==> src/rtl/core/vna_pkg.sv <==
// Shared types and constants of the vertex normal accumulator.
`default_nettype none
package vna_pkg;

	// Fixed field widths
	localparam int unsigned POS_W = 16;
	localparam int unsigned IDX_FIELD_W = 16;
	localparam int unsigned NRM_W = 16;
	localparam int unsigned DIFF_W = POS_W + 1;
	localparam int unsigned PROD_W = 2 * DIFF_W;
	localparam int unsigned CROSS_W = PROD_W + 1;
	localparam int unsigned MAG_BITS = 31;
	localparam int unsigned SQ_W = 2 * MAG_BITS;
	localparam int unsigned SUM_W = 64;
	localparam int unsigned LEN_W = 33;
	localparam int unsigned QUO_W = 17;
	localparam int unsigned NUM_W = MAG_BITS + 15 + 1;
	localparam int unsigned STEP_W = 6;

	// Sequencer step limits
	localparam logic [STEP_W-1:0] PRD_LAST = 6'd3;
	localparam logic [STEP_W-1:0] MUL_LAST = 6'd6;
	localparam logic [STEP_W-1:0] SQ_LAST = 6'd3;
	localparam logic [STEP_W-1:0] SQRT_LAST = 6'd31;
	localparam logic [STEP_W-1:0] DIV_LAST = 6'd16;
	localparam logic [1:0] COMP_LAST = 2'd2;

	localparam logic [SUM_W-1:0] SQRT_BIT0 = 64'h4000_0000_0000_0000;
	localparam logic [NRM_W-1:0] NRM_MAX = 16'd32767;

	typedef enum logic [1:0] {
		CMD_LOAD  = 2'd0,
		CMD_TRI   = 2'd1,
		CMD_READ  = 2'd2,
		CMD_CLEAR = 2'd3
	} cmd_code_t;

	typedef enum logic [2:0] {
		ST_OK    = 3'd0,
		ST_SKIP  = 3'd1,
		ST_FULL  = 3'd2,
		ST_ZERO  = 3'd3,
		ST_RDINV = 3'd4
	} status_t;

	typedef enum logic [4:0] {
		OP_IDLE     = 5'd0,
		OP_LATCH    = 5'd1,
		OP_LOAD     = 5'd2,
		OP_CLEAR    = 5'd3,
		OP_POS_RD   = 5'd4,
		OP_DIFF     = 5'd5,
		OP_MUL      = 5'd6,
		OP_ACC_RD   = 5'd7,
		OP_ACC_WR   = 5'd8,
		OP_NRM_RD   = 5'd9,
		OP_NRM_CAP  = 5'd10,
		OP_NORM     = 5'd11,
		OP_SQ       = 5'd12,
		OP_SQRT     = 5'd13,
		OP_DIV_INIT = 5'd14,
		OP_DIV      = 5'd15,
		OP_DIV_END  = 5'd16,
		OP_FINISH   = 5'd17
	} dp_op_t;

	typedef struct packed {
		dp_op_t             op;
		logic [STEP_W-1:0]  step;
		logic [1:0]         comp;
		status_t            st;
	} dp_cmd_t;

	typedef struct packed {
		cmd_code_t code;
		logic      full;
		logic      tri_bad;
		logic      rd_bad;
		logic      acc_zero;
		logic      norm_ok;
	} dp_stat_t;

endpackage
`default_nettype wire

==> src/rtl/core/vna_ctrl.sv <==
// Controller: sequences each transaction through the datapath.
`default_nettype none
module vna_ctrl
	import vna_pkg::*;
(
	input  wire logic     clk,
	input  wire logic     arst_n,
	input  wire logic     in_valid,
	output logic          in_ready,
	output logic          out_valid,
	input  wire logic     out_ready,
	input  wire dp_stat_t stat,
	output dp_cmd_t       cmd
);

	typedef enum logic [15:0] {
		S_IDLE  = 16'h0001,
		S_DISP  = 16'h0002,
		S_PRD   = 16'h0004,
		S_DIFF  = 16'h0008,
		S_MUL   = 16'h0010,
		S_ARD   = 16'h0020,
		S_AWR   = 16'h0040,
		S_NCAP  = 16'h0080,
		S_ZCHK  = 16'h0100,
		S_NORM  = 16'h0200,
		S_SQ    = 16'h0400,
		S_SQRT  = 16'h0800,
		S_DINIT = 16'h1000,
		S_DIV   = 16'h2000,
		S_DEND  = 16'h4000,
		S_FIN   = 16'h8000
	} state_t;

	state_t             state_q, state_d;
	logic [STEP_W-1:0]  cnt_q, cnt_d;
	logic [1:0]         comp_q, comp_d;
	status_t            st_q, st_d;
	logic               out_valid_q;

	assign out_valid = out_valid_q;

	// Next state and datapath command
	always_comb begin
		state_d = state_q;
		cnt_d = cnt_q;
		comp_d = comp_q;
		st_d = st_q;
		in_ready = 1'b0;
		cmd.op = OP_IDLE;
		cmd.step = cnt_q;
		cmd.comp = comp_q;
		cmd.st = st_q;
		unique case (state_q)
			S_IDLE: begin
				in_ready = 1'b1;
				if (in_valid) begin
					cmd.op = OP_LATCH;
					state_d = S_DISP;
				end
			end
			S_DISP: begin
				st_d = ST_OK;
				unique case (stat.code)
					CMD_LOAD: begin
						if (stat.full) begin
							st_d = ST_FULL;
						end else begin
							cmd.op = OP_LOAD;
						end
						state_d = S_FIN;
					end
					CMD_TRI: begin
						if (stat.tri_bad) begin
							st_d = ST_SKIP;
							state_d = S_FIN;
						end else begin
							cnt_d = '0;
							state_d = S_PRD;
						end
					end
					CMD_READ: begin
						if (stat.rd_bad) begin
							st_d = ST_RDINV;
							state_d = S_FIN;
						end else begin
							cmd.op = OP_NRM_RD;
							state_d = S_NCAP;
						end
					end
					default: begin
						cmd.op = OP_CLEAR;
						state_d = S_FIN;
					end
				endcase
			end
			S_PRD: begin
				cmd.op = OP_POS_RD;
				cmd.comp = (cnt_q == PRD_LAST) ? 2'd0 : cnt_q[1:0];
				if (cnt_q == PRD_LAST) begin
					cnt_d = '0;
					state_d = S_DIFF;
				end else begin
					cnt_d = cnt_q + STEP_W'(1);
				end
			end
			S_DIFF: begin
				cmd.op = OP_DIFF;
				state_d = S_MUL;
			end
			S_MUL: begin
				cmd.op = OP_MUL;
				if (cnt_q == MUL_LAST) begin
					cnt_d = '0;
					comp_d = '0;
					state_d = S_ARD;
				end else begin
					cnt_d = cnt_q + STEP_W'(1);
				end
			end
			S_ARD: begin
				cmd.op = OP_ACC_RD;
				state_d = S_AWR;
			end
			S_AWR: begin
				cmd.op = OP_ACC_WR;
				if (comp_q == COMP_LAST) begin
					state_d = S_FIN;
				end else begin
					comp_d = comp_q + 2'd1;
					state_d = S_ARD;
				end
			end
			S_NCAP: begin
				cmd.op = OP_NRM_CAP;
				state_d = S_ZCHK;
			end
			S_ZCHK: begin
				if (stat.acc_zero) begin
					st_d = ST_ZERO;
					state_d = S_FIN;
				end else begin
					state_d = S_NORM;
				end
			end
			S_NORM: begin
				if (stat.norm_ok) begin
					cnt_d = '0;
					state_d = S_SQ;
				end else begin
					cmd.op = OP_NORM;
				end
			end
			S_SQ: begin
				cmd.op = OP_SQ;
				cmd.comp = cnt_q[1:0];
				if (cnt_q == SQ_LAST) begin
					cnt_d = '0;
					state_d = S_SQRT;
				end else begin
					cnt_d = cnt_q + STEP_W'(1);
				end
			end
			S_SQRT: begin
				cmd.op = OP_SQRT;
				if (cnt_q == SQRT_LAST) begin
					cnt_d = '0;
					comp_d = '0;
					state_d = S_DINIT;
				end else begin
					cnt_d = cnt_q + STEP_W'(1);
				end
			end
			S_DINIT: begin
				cmd.op = OP_DIV_INIT;
				cnt_d = '0;
				state_d = S_DIV;
			end
			S_DIV: begin
				cmd.op = OP_DIV;
				if (cnt_q == DIV_LAST) begin
					cnt_d = '0;
					state_d = S_DEND;
				end else begin
					cnt_d = cnt_q + STEP_W'(1);
				end
			end
			S_DEND: begin
				cmd.op = OP_DIV_END;
				if (comp_q == COMP_LAST) begin
					state_d = S_FIN;
				end else begin
					comp_d = comp_q + 2'd1;
					state_d = S_DINIT;
				end
			end
			S_FIN: begin
				// hold until the output register is free
				if (!out_valid_q || out_ready) begin
					cmd.op = OP_FINISH;
					state_d = S_IDLE;
				end
			end
			default: state_d = S_IDLE;
		endcase
	end

	// State, counters and output valid
	always_ff @(posedge clk or negedge arst_n) begin
		if (!arst_n) begin
			state_q <= S_IDLE;
			cnt_q <= '0;
			comp_q <= '0;
			st_q <= ST_OK;
			out_valid_q <= 1'b0;
		end else begin
			state_q <= state_d;
			cnt_q <= cnt_d;
			comp_q <= comp_d;
			st_q <= st_d;
			if (cmd.op == OP_FINISH) begin
				out_valid_q <= 1'b1;
			end else if (out_ready) begin
				out_valid_q <= 1'b0;
			end
		end
	end

endmodule
`default_nettype wire

==> config.mk <==
export PLATFORM = sky130hd
export DESIGN_NAME = vna_ctrl
export DESIGN_NICKNAME = d
export VERILOG_FILES = /design/src/rtl/core/vna_pkg.sv /design/src/rtl/core/vna_ctrl.sv
export SDC_FILE = /design/constraint.sdc
export NUM_CORES = 1
export LEC_CHECK = 0
export ABC_AREA = 0
export BUFFER_PORTS_ARGS = -buffer_cell sky130_fd_sc_hd__buf_2
export CAP_MARGIN = 30
export CORE_AREA = 3 3 87 106
export CTS_CLUSTER_DIAMETER = 120
export DETAILED_ROUTE_END_ITERATION = 8
export DIE_AREA = 0 0 90 109
export HOLD_SLACK_MARGIN = 0.12
export PLACE_DENSITY_LB_ADDON = 0.2
export SKIP_CTS_REPAIR_TIMING = 1
export SYNTH_ARGS = -nofsm -noshare
export SYNTH_HDL_FRONTEND = slang
export SYNTH_SLANG_ARGS = --single-unit
==> constraint.sdc <==
create_clock -name clk -period 4.1 [get_ports clk]
set_clock_uncertainty 0.2 [all_clocks]
set_input_delay 0.205 -clock clk [delete_from_list [all_inputs] [get_ports clk]]
set_output_delay 0.205 -clock clk [all_outputs]
set_load 0.01 [all_outputs]
==> summary.txt, run 1 <==
Placed design
  • DP Worst Slack: 1.25 ns
  • DP Area: 2300 sq um
  • Post-detail-place hpwl: 4770 um
  • Number of port buffers: 28
  • Routability cong.: 0.846

STA
  • Worst slew pin tran: 0.800 ns
  • Final min period: 2.99 ns
  • Fin Setup TNS: 0 ns
  • Max-slew violations: 0
  • RSZ-0062 raised after global routing: no
  • Hold Slack: 0.0786 ns
  • Final worst-path setup slack: 1.11 ns
  • Tcrit/Tclk final: 0.730
  • Final hold vios: 0
  • Slew HR: 0.462
  • Final setup viols: 0
  • Fmax: 334 MHz

Synthesis
  • Adder-cell share of the synthesized area: 0.0486
  • Cells after Synth: 226
  • Multiplexer share of the synthesized area: 0.00486
  • Avg Cell Area, Syn: 9.12 sq um
  • Post-synth ARST share: 1.00
  • Synth Flop Type: dfrtp_1
  • Mapped Nets: 245
  • EDFF count, synth: 0
  • Simple logic cell fraction of the synthesized area: 0.345
  • Synthesis-stage register bit count: 28
  • Post-synthesis xor/xnor area fraction: 0.00850
  • Synthesis Warnings: 0
  • Cell Area, Synth: 2060 sq um
  • Register area share after synthesis: 0.341
  • Largest family of logic cells by synthesized area: simple AND/OR/NAND/NOR gates
  • Post-synthesis compound-gate area fraction: 0.200
  • Count of cell types in the netlist: 57

Routing
  • Vias: 1952
  • Pre-antenna DRT Iters: 4
  • Vias/cell: 5.23
  • DRT iter0 DRCs: 156
  • Met2 wire len: 2930 um
  • Metal-1 WL: 2920 um
  • Post-route ant nets: 0
  • Post-Route WL: 6220 um
  • Routed wl met3: 304 um
  • DRC viols: 0
  • Uppermost layer routed: met4
  • Avg WL per Cell: 16.7 um

Floorplanning
  • IO Count: 29
  • Die width: 90 um
  • Core footprint: 8200 sq um
  • Die Y: 109 um
  • Rows: 36
  • Starting density of the core: 0.251
  • DIE AREA: 9810 sq um

Worst setup path
  • CP Class: flop to primary output
  • Crit path DAT: 2.59 ns
  • Critical Path End Type: primary output
  • Startpoint types: flop
  • Crit Path Max Fanout: 13
  • Worst Path Required: 3.69 ns
  • Critical R2R Launch: state_q[8]$_DFFE_PN0P_
  • Setup crit start: state_q[8]$_DFFE_PN0P_

Clocking
  • CTS tree: built
  • H-tree depth: 1
  • Later-pin clock latency in the skew report: 0.28 ns
  • Clock tree sinks: 28
  • Root Buffer: clkbuf_8
  • Num CTS Buffers: 3
  • Clock buffer depth: 2
  • Clock slew at reported path FFs: 0.10 ns

Worst hold path
  • Hold path start: stat[3]
  • Worst min path class: primary input to flop

Finish
  • Area overhead of the layout relative to synthesis: 17.4%
  • Sequential standard cell area: 702 sq um
  • Nets: 279
  • Share of cells above drive strength 1: 0.201
  • # fillers: 904
  • Post-route cell area: 2420 sq um
  • Antenna Cells: 0
  • Combined area of the multi-input logic cells: 1250 sq um
  • Final core utilization: 0.295

Run
  • Max Cap Violations: 0

Pwr
  • Pwr dens: 421 nW/um^2
  • Leak: 1.03 nW
  • Worst IR Drop VDD: 0.207 mV

Global routing
  • Global-route wire length before repair: 9940 um
  • Vias in the first global route: 1858
  • Initial antenna violation count: 0
  • Pin count of the biggest net entering global routing: 29
  • Total global routing overflow: 0
  • GRT Util Overall: 0.127

Run status
  • Status: finished, final reports clean
[layer usage]
layer,vias to the layer above,track usage
met4,0,0.0284
met1,940,0.173
met5,-,0
met2,56,0.212
met3,8,0.0228
li1,948,-
[critical path, stage by stage (launching register included)]
cell and delay [ns]:
dfrtp_1 0.50, nor4_4 0.68, nand4_1 0.46, o21ai_0 0.34, a32o_1 0.19, buf_2 0.13
[final timing paths]
kind                                      endpoint  slack, ns  cells after the start
max in group asynchronous   state_q[2]$_DFFE_PN0P_       2.95                      2
min in group asynchronous      st_q[1]$_DFFE_PN0P_       0.30                      2
setup reg to reg           state_q[12]$_DFFE_PN0P_       1.17                      5
setup / recovery                            cmd[4]       1.11                      5
hold / removal              state_q[2]$_DFFE_PN0P_       0.08                      4
hold reg to reg                st_q[2]$_DFFE_PN0P_       0.32                      2
[where the power goes]
group / internal, mW / switching (mW) / leakage, nW
clock network: 0.0700 / 0.0921 / 0.0228
registers: 0.333 / 0.0805 / 0.378
logic: 0.164 / 0.279 / 0.631
total: 0.567 / 0.452 / 1.03
[final cells by class]
| cell class | count | area share |
|---|---|---|
| flip-flops and latches | 28 | 0.290 |
| inverters | 14 | 0.0217 |
| clock buffers | 4 | 0.0186 |
| well taps | 114 | 0.0590 |
| repair buffers | 37 | 0.0931 |
| multi-input cells | 176 | 0.517 |
[cells in the final DEF (no fill, tap or decap), types with 2 or more instances in the layout]
| master | instances |
|---|---|
| buf_2 | 28 |
| dfrtp_1 | 27 |
| nand2_1 | 16 |
| nor2_1 | 15 |
| inv_1 | 14 |
| nor4b_1 | 12 |
| o21ai_0 | 12 |
| nand4_1 | 11 |
| ha_1 | 8 |
| nand3_1 | 7 |
| a21oi_1 | 7 |
| nor2b_1 | 7 |
| nor3_1 | 7 |
| dlygate4sd3_1 | 7 |
| o22ai_1 | 6 |
| nand2b_1 | 4 |
| nor4_1 | 4 |
| nor4_4 | 3 |
| and2_1 | 3 |
| or4_4 | 3 |
| o211ai_1 | 3 |
| o32ai_1 | 3 |
| a31oi_1 | 3 |
| clkbuf_8 | 3 |
| or4b_1 | 2 |
| and4_1 | 2 |
| and3_1 | 2 |
| nand3b_1 | 2 |
| a22oi_1 | 2 |
| a32o_1 | 2 |
| a31o_2 | 2 |
| or4_1 | 2 |
| or2_2 | 2 |
| o31ai_1 | 2 |
| a22o_1 | 2 |
| buf_4 | 2 |
[registers in the layout, indices dropped and copies added (netlist names)]
name and cells:
comp_q 2, state_q 16, out_valid 1, cnt_q 6, st_q 3
[cells in the mapped netlist (2+ instances only)]
master,count,share of area
dfrtp_1,27,0.33
nand2_1,16,0.029
nor2_1,15,0.027
inv_1,14,0.026
nor4b_1,12,0.051
o21ai_0,12,0.029
nand4_1,11,0.033
ha_1,8,0.049
a21oi_1,7,0.017
nand3_1,7,0.017
nor2b_1,7,0.021
nor3_1,7,0.017
o22ai_1,6,0.018
buf_4,4,0.015
nand2b_1,4,0.012
nor4_1,4,0.012
a31oi_1,3,0.0091
and2_1,3,0.0091
nor4_4,3,0.031
o211ai_1,3,0.011
o32ai_1,3,0.013
or4_4,3,0.016
a22o_1,2,0.0085
a22oi_1,2,0.0073
a31o_2,2,0.0085
a32o_1,2,0.0097
and3_1,2,0.0061
and4_1,2,0.0085
buf_2,2,0.0049
nand3b_1,2,0.0073
o31ai_1,2,0.0073
or2_2,2,0.0061
or4_1,2,0.0073
or4b_1,2,0.0097
[kinds of logic after synthesis]
family,Yosys count
XOR/XNOR,2
multiplexers,1
buffers and inverters,22
AND/OR/NAND/NOR,109
flip-flops,28
AO/OA/AOI/OAI,56
adder cells (fa/ha/maj),8
[stage by stage]
stage	total power, mW	cells
final	1.02	373
after global routing	1.10	373
after CTS	1.02	366
after detailed placement	0.859	362
after global placement	0.867	362
after floorplan	0.699	226
No activity file was read; power rests on OpenSTA's default activity.
==> inputs of run 2 (changes only) <==
==> constraint.sdc (replaced) <==
create_clock -name clk -period 2.8 [get_ports clk]
set_clock_uncertainty 0.2 [all_clocks]
set_input_delay 0.14 -clock clk [delete_from_list [all_inputs] [get_ports clk]]
set_output_delay 0.14 -clock clk [all_outputs]
set_load 0.01 [all_outputs]
==> run 2 against run 1 <==
Compared with the run above: core utilization increased by 1.5 points; global-route usage increased by 0.14 points; combinational power increased by 57%; power increased by 54%; register-to-register slack got worse by 0.86 ns; clock-buffer cell count unchanged.
==> summary.txt, run 2 (synthesis results as in run 1) <==
Run status
  • Status: finished, final reports clean

Worst setup path
  • Crit-path max cell delay: 0.52 ns (-0.16 ns)
  • Critical R2R Launch: state_q[8]$_DFFE_PN0P_
  • Crit Path Max Fanout: 8 (-5)
  • Family with the most delay on the worst path: simple AND/OR/NAND/NOR gates
  • CP max-delay cell: nor4_4
  • Worst Path Required: 2.46 ns (-1.23 ns)
  • R2R depth: 5 (unchanged)
  • CP Class: flop to primary output
  • Critical Path End: cmd[4]
  • Reg2Reg Setup Slack: 0.31 ns (-0.86 ns)
  • Crit-path cells: nor4_4 -> buf_4 -> nand4_1 -> o21ai_0 -> a32o_1 -> buf_2
  • Crit path DAT: 2.32 ns (-0.27 ns)
  • Crit path buffers/inverters: 2 (+1)
  • Critical register-to-register path endpoint: cnt_q[4]$_DFFE_PN0P_
  • Setup crit start: state_q[3]$_DFFE_PN0P_
  • Startpoint types: flop
  • Critical Path End Type: primary output
  • Worst path depth: 6 (+1)

Finish
  • Sequential standard cell area: 702 sq um (unchanged)
  • Most frequent cells in the layout: buf_2 (28), dfrtp_1 (27), nand2_1 (16), buf_4 (16), nor2_1 (15)
  • Biggest register: state_q
  • Antenna Cells: 0 (unchanged)
  • # fillers: 901 (-0.33%)
  • Max FFs per register: 16 (unchanged)
  • Largest regs: state_q x16, cnt_q x6, st_q x3
  • Leading cell type in the layout, fill and taps excluded: buf_2
  • Area overhead of the layout relative to synthesis: 23.4%
  • Share of cells above drive strength 1: 0.245 (+0.0438)
  • Final cell count without fillers: 388 (+4.0%)
  • Combined area of the multi-input logic cells: 1250 sq um (unchanged)
  • Nets: 294 (+5.4%)

Clocking
  • Clock buffer depth: 2 (unchanged)
  • Later-pin clock latency in the skew report: 0.28 ns (about the same)
  • Clock tree sinks: 28 (unchanged)
  • Num CTS Buffers: 3 (unchanged)
  • Clock slew at reported path FFs: 0.10 ns (about the same)
  • Root Buffer: clkbuf_8
  • H-tree depth: 1 (unchanged)
  • CTS tree: built

STA
  • Final worst-path setup slack: 0.141 ns (-0.965 ns)
  • RSZ-0062 raised after global routing: no
  • Tcrit/Tclk final: 0.950
  • Final setup viols: 0 (unchanged)
  • Slew HR: 0.546 (+0.0846)
  • Fin Setup TNS: 0 ns (unchanged)
  • Fmax: 376 MHz
  • Worst slew pin tran: 0.671 ns (-0.129 ns)
  • Hold Slack: 0.130 ns (+0.0515 ns)
  • Max-slew violations: 0 (unchanged)
  • Final min period: 2.66 ns
  • Final hold vios: 0 (unchanged)

Worst hold path
  • Hold path cells: 4 (unchanged)
  • Worst min path class: primary input to flop

Pwr
  • Worst IR Drop VDD: 0.268 mV (+30%)
  • Leak: 1.11 nW (+7.3%)
  • Pwr dens: 617 nW/um^2 (+46%)
  • Total Power: 1.57 mW (+54%)

Floorplanning
  • DIE AREA: 9810 sq um (unchanged)
  • Core footprint: 8200 sq um (unchanged)
  • Rows: 36 (unchanged)
  • Die width: 90 um (unchanged)
  • Starting density of the core: 0.251 (unchanged)
  • Die Y: 109 um (unchanged)
  • IO Count: 29 (unchanged)

Placed design
  • DP Worst Slack: 0.335 ns (-0.911 ns)
  • Post-detail-place hpwl: 4880 um (+2.2%)
  • Placed Cells: 371 (+2.5%)
  • Number of port buffers: 28 (unchanged)
  • Routability cong.: 0.899 (+6.3%)

Routing
  • Vias/cell: 5.19 (-0.86%)
  • Post-route ant nets: 0 (unchanged)
  • Vias: 2013 (+3.1%)
  • Post-Route WL: 6350 um (+2.2%)
  • Pre-antenna DRT Iters: 5 (+1)
  • Avg WL per Cell: 16.4 um (-1.8%)
  • DRC viols: 0 (unchanged)
  • DRT iter0 DRCs: 181 (+16%)

Global routing
  • GRT Util Overall: 0.129 (+0.00140)
  • Global-route wire length before repair: 10200 um (+2.2%)
  • Initial antenna violation count: 0 (unchanged)
  • Total global routing overflow: 0 (unchanged)
  • Pin count of the biggest net entering global routing: 29 (unchanged)
  • Vias in the first global route: 1927 (+3.7%)

Run
  • Max Cap Violations: 0 (unchanged)
## run 2: where the power goes
part,leakage (nW),internal (mW),switching (mW)
sequential,0.378,0.488,0.120
combinational,0.700,0.278,0.419
clock,0.0288,0.126,0.138
## run 2: final cells by class
| type | instances | share of cell area |
|---|---|---|
| Tap cell | 114 | 0.0561 |
| Multi-Input combinational cell | 176 | 0.492 |
| Sequential cell | 28 | 0.276 |
| Inverter | 14 | 0.0207 |
| Clock buffer | 4 | 0.0216 |
| Timing Repair Buffer | 52 | 0.134 |
## run 2: layer usage
layer	wire length, um	up-vias	part of all wire	track usage
li1	-	970	-	-
met1	2900	965	0.46	0.164
met2	3020	66	0.48	0.224
met3	297	12	0.047	0.0200
met4	126	0	0.020	0.0416
met5	0	-	0	0
## run 2: worst min path at each step
| stage | slack, ns | start | to |
|---|---|---|---|
| 2_1_floorplan | -0.36 | arst_n | cnt_q[0]$_DFFE_PN0P_ |
| 3_3_place_gp | 0.03 | arst_n | state_q[6]$_DFFE_PN0P_ |
| 3_5_place_dp | 0.03 | arst_n | state_q[6]$_DFFE_PN0P_ |
| 4_1_cts | -0.29 | arst_n | st_q[2]$_DFFE_PN0P_ |
| 5_1_grt | 0.17 | stat[6] | st_q[2]$_DFFE_PN0P_ |
| 6_report | 0.13 | stat[6] | st_q[2]$_DFFE_PN0P_ |
## run 2: metrics by stage
stage / instance area (sq um) / utilization
finish: 2540 / 0.310
global route: 2540 / 0.310
CTS: 2430 / 0.296
detailed placement: 2370 / 0.289
global placement: 2370 / 0.289
floorplan: 2060 / -
## run 2: worst min-delay path: cells and delay by family
| family | cells | cell delay [ns] |
|---|---|---|
| AO/OA/AOI/OAI | 1 | 0.07 |
| AND/OR/NAND/NOR | 1 | 0.07 |
| adder cells (fa/ha/maj) | 1 | 0.18 |
| buffers and inverters | 1 | 0.12 |
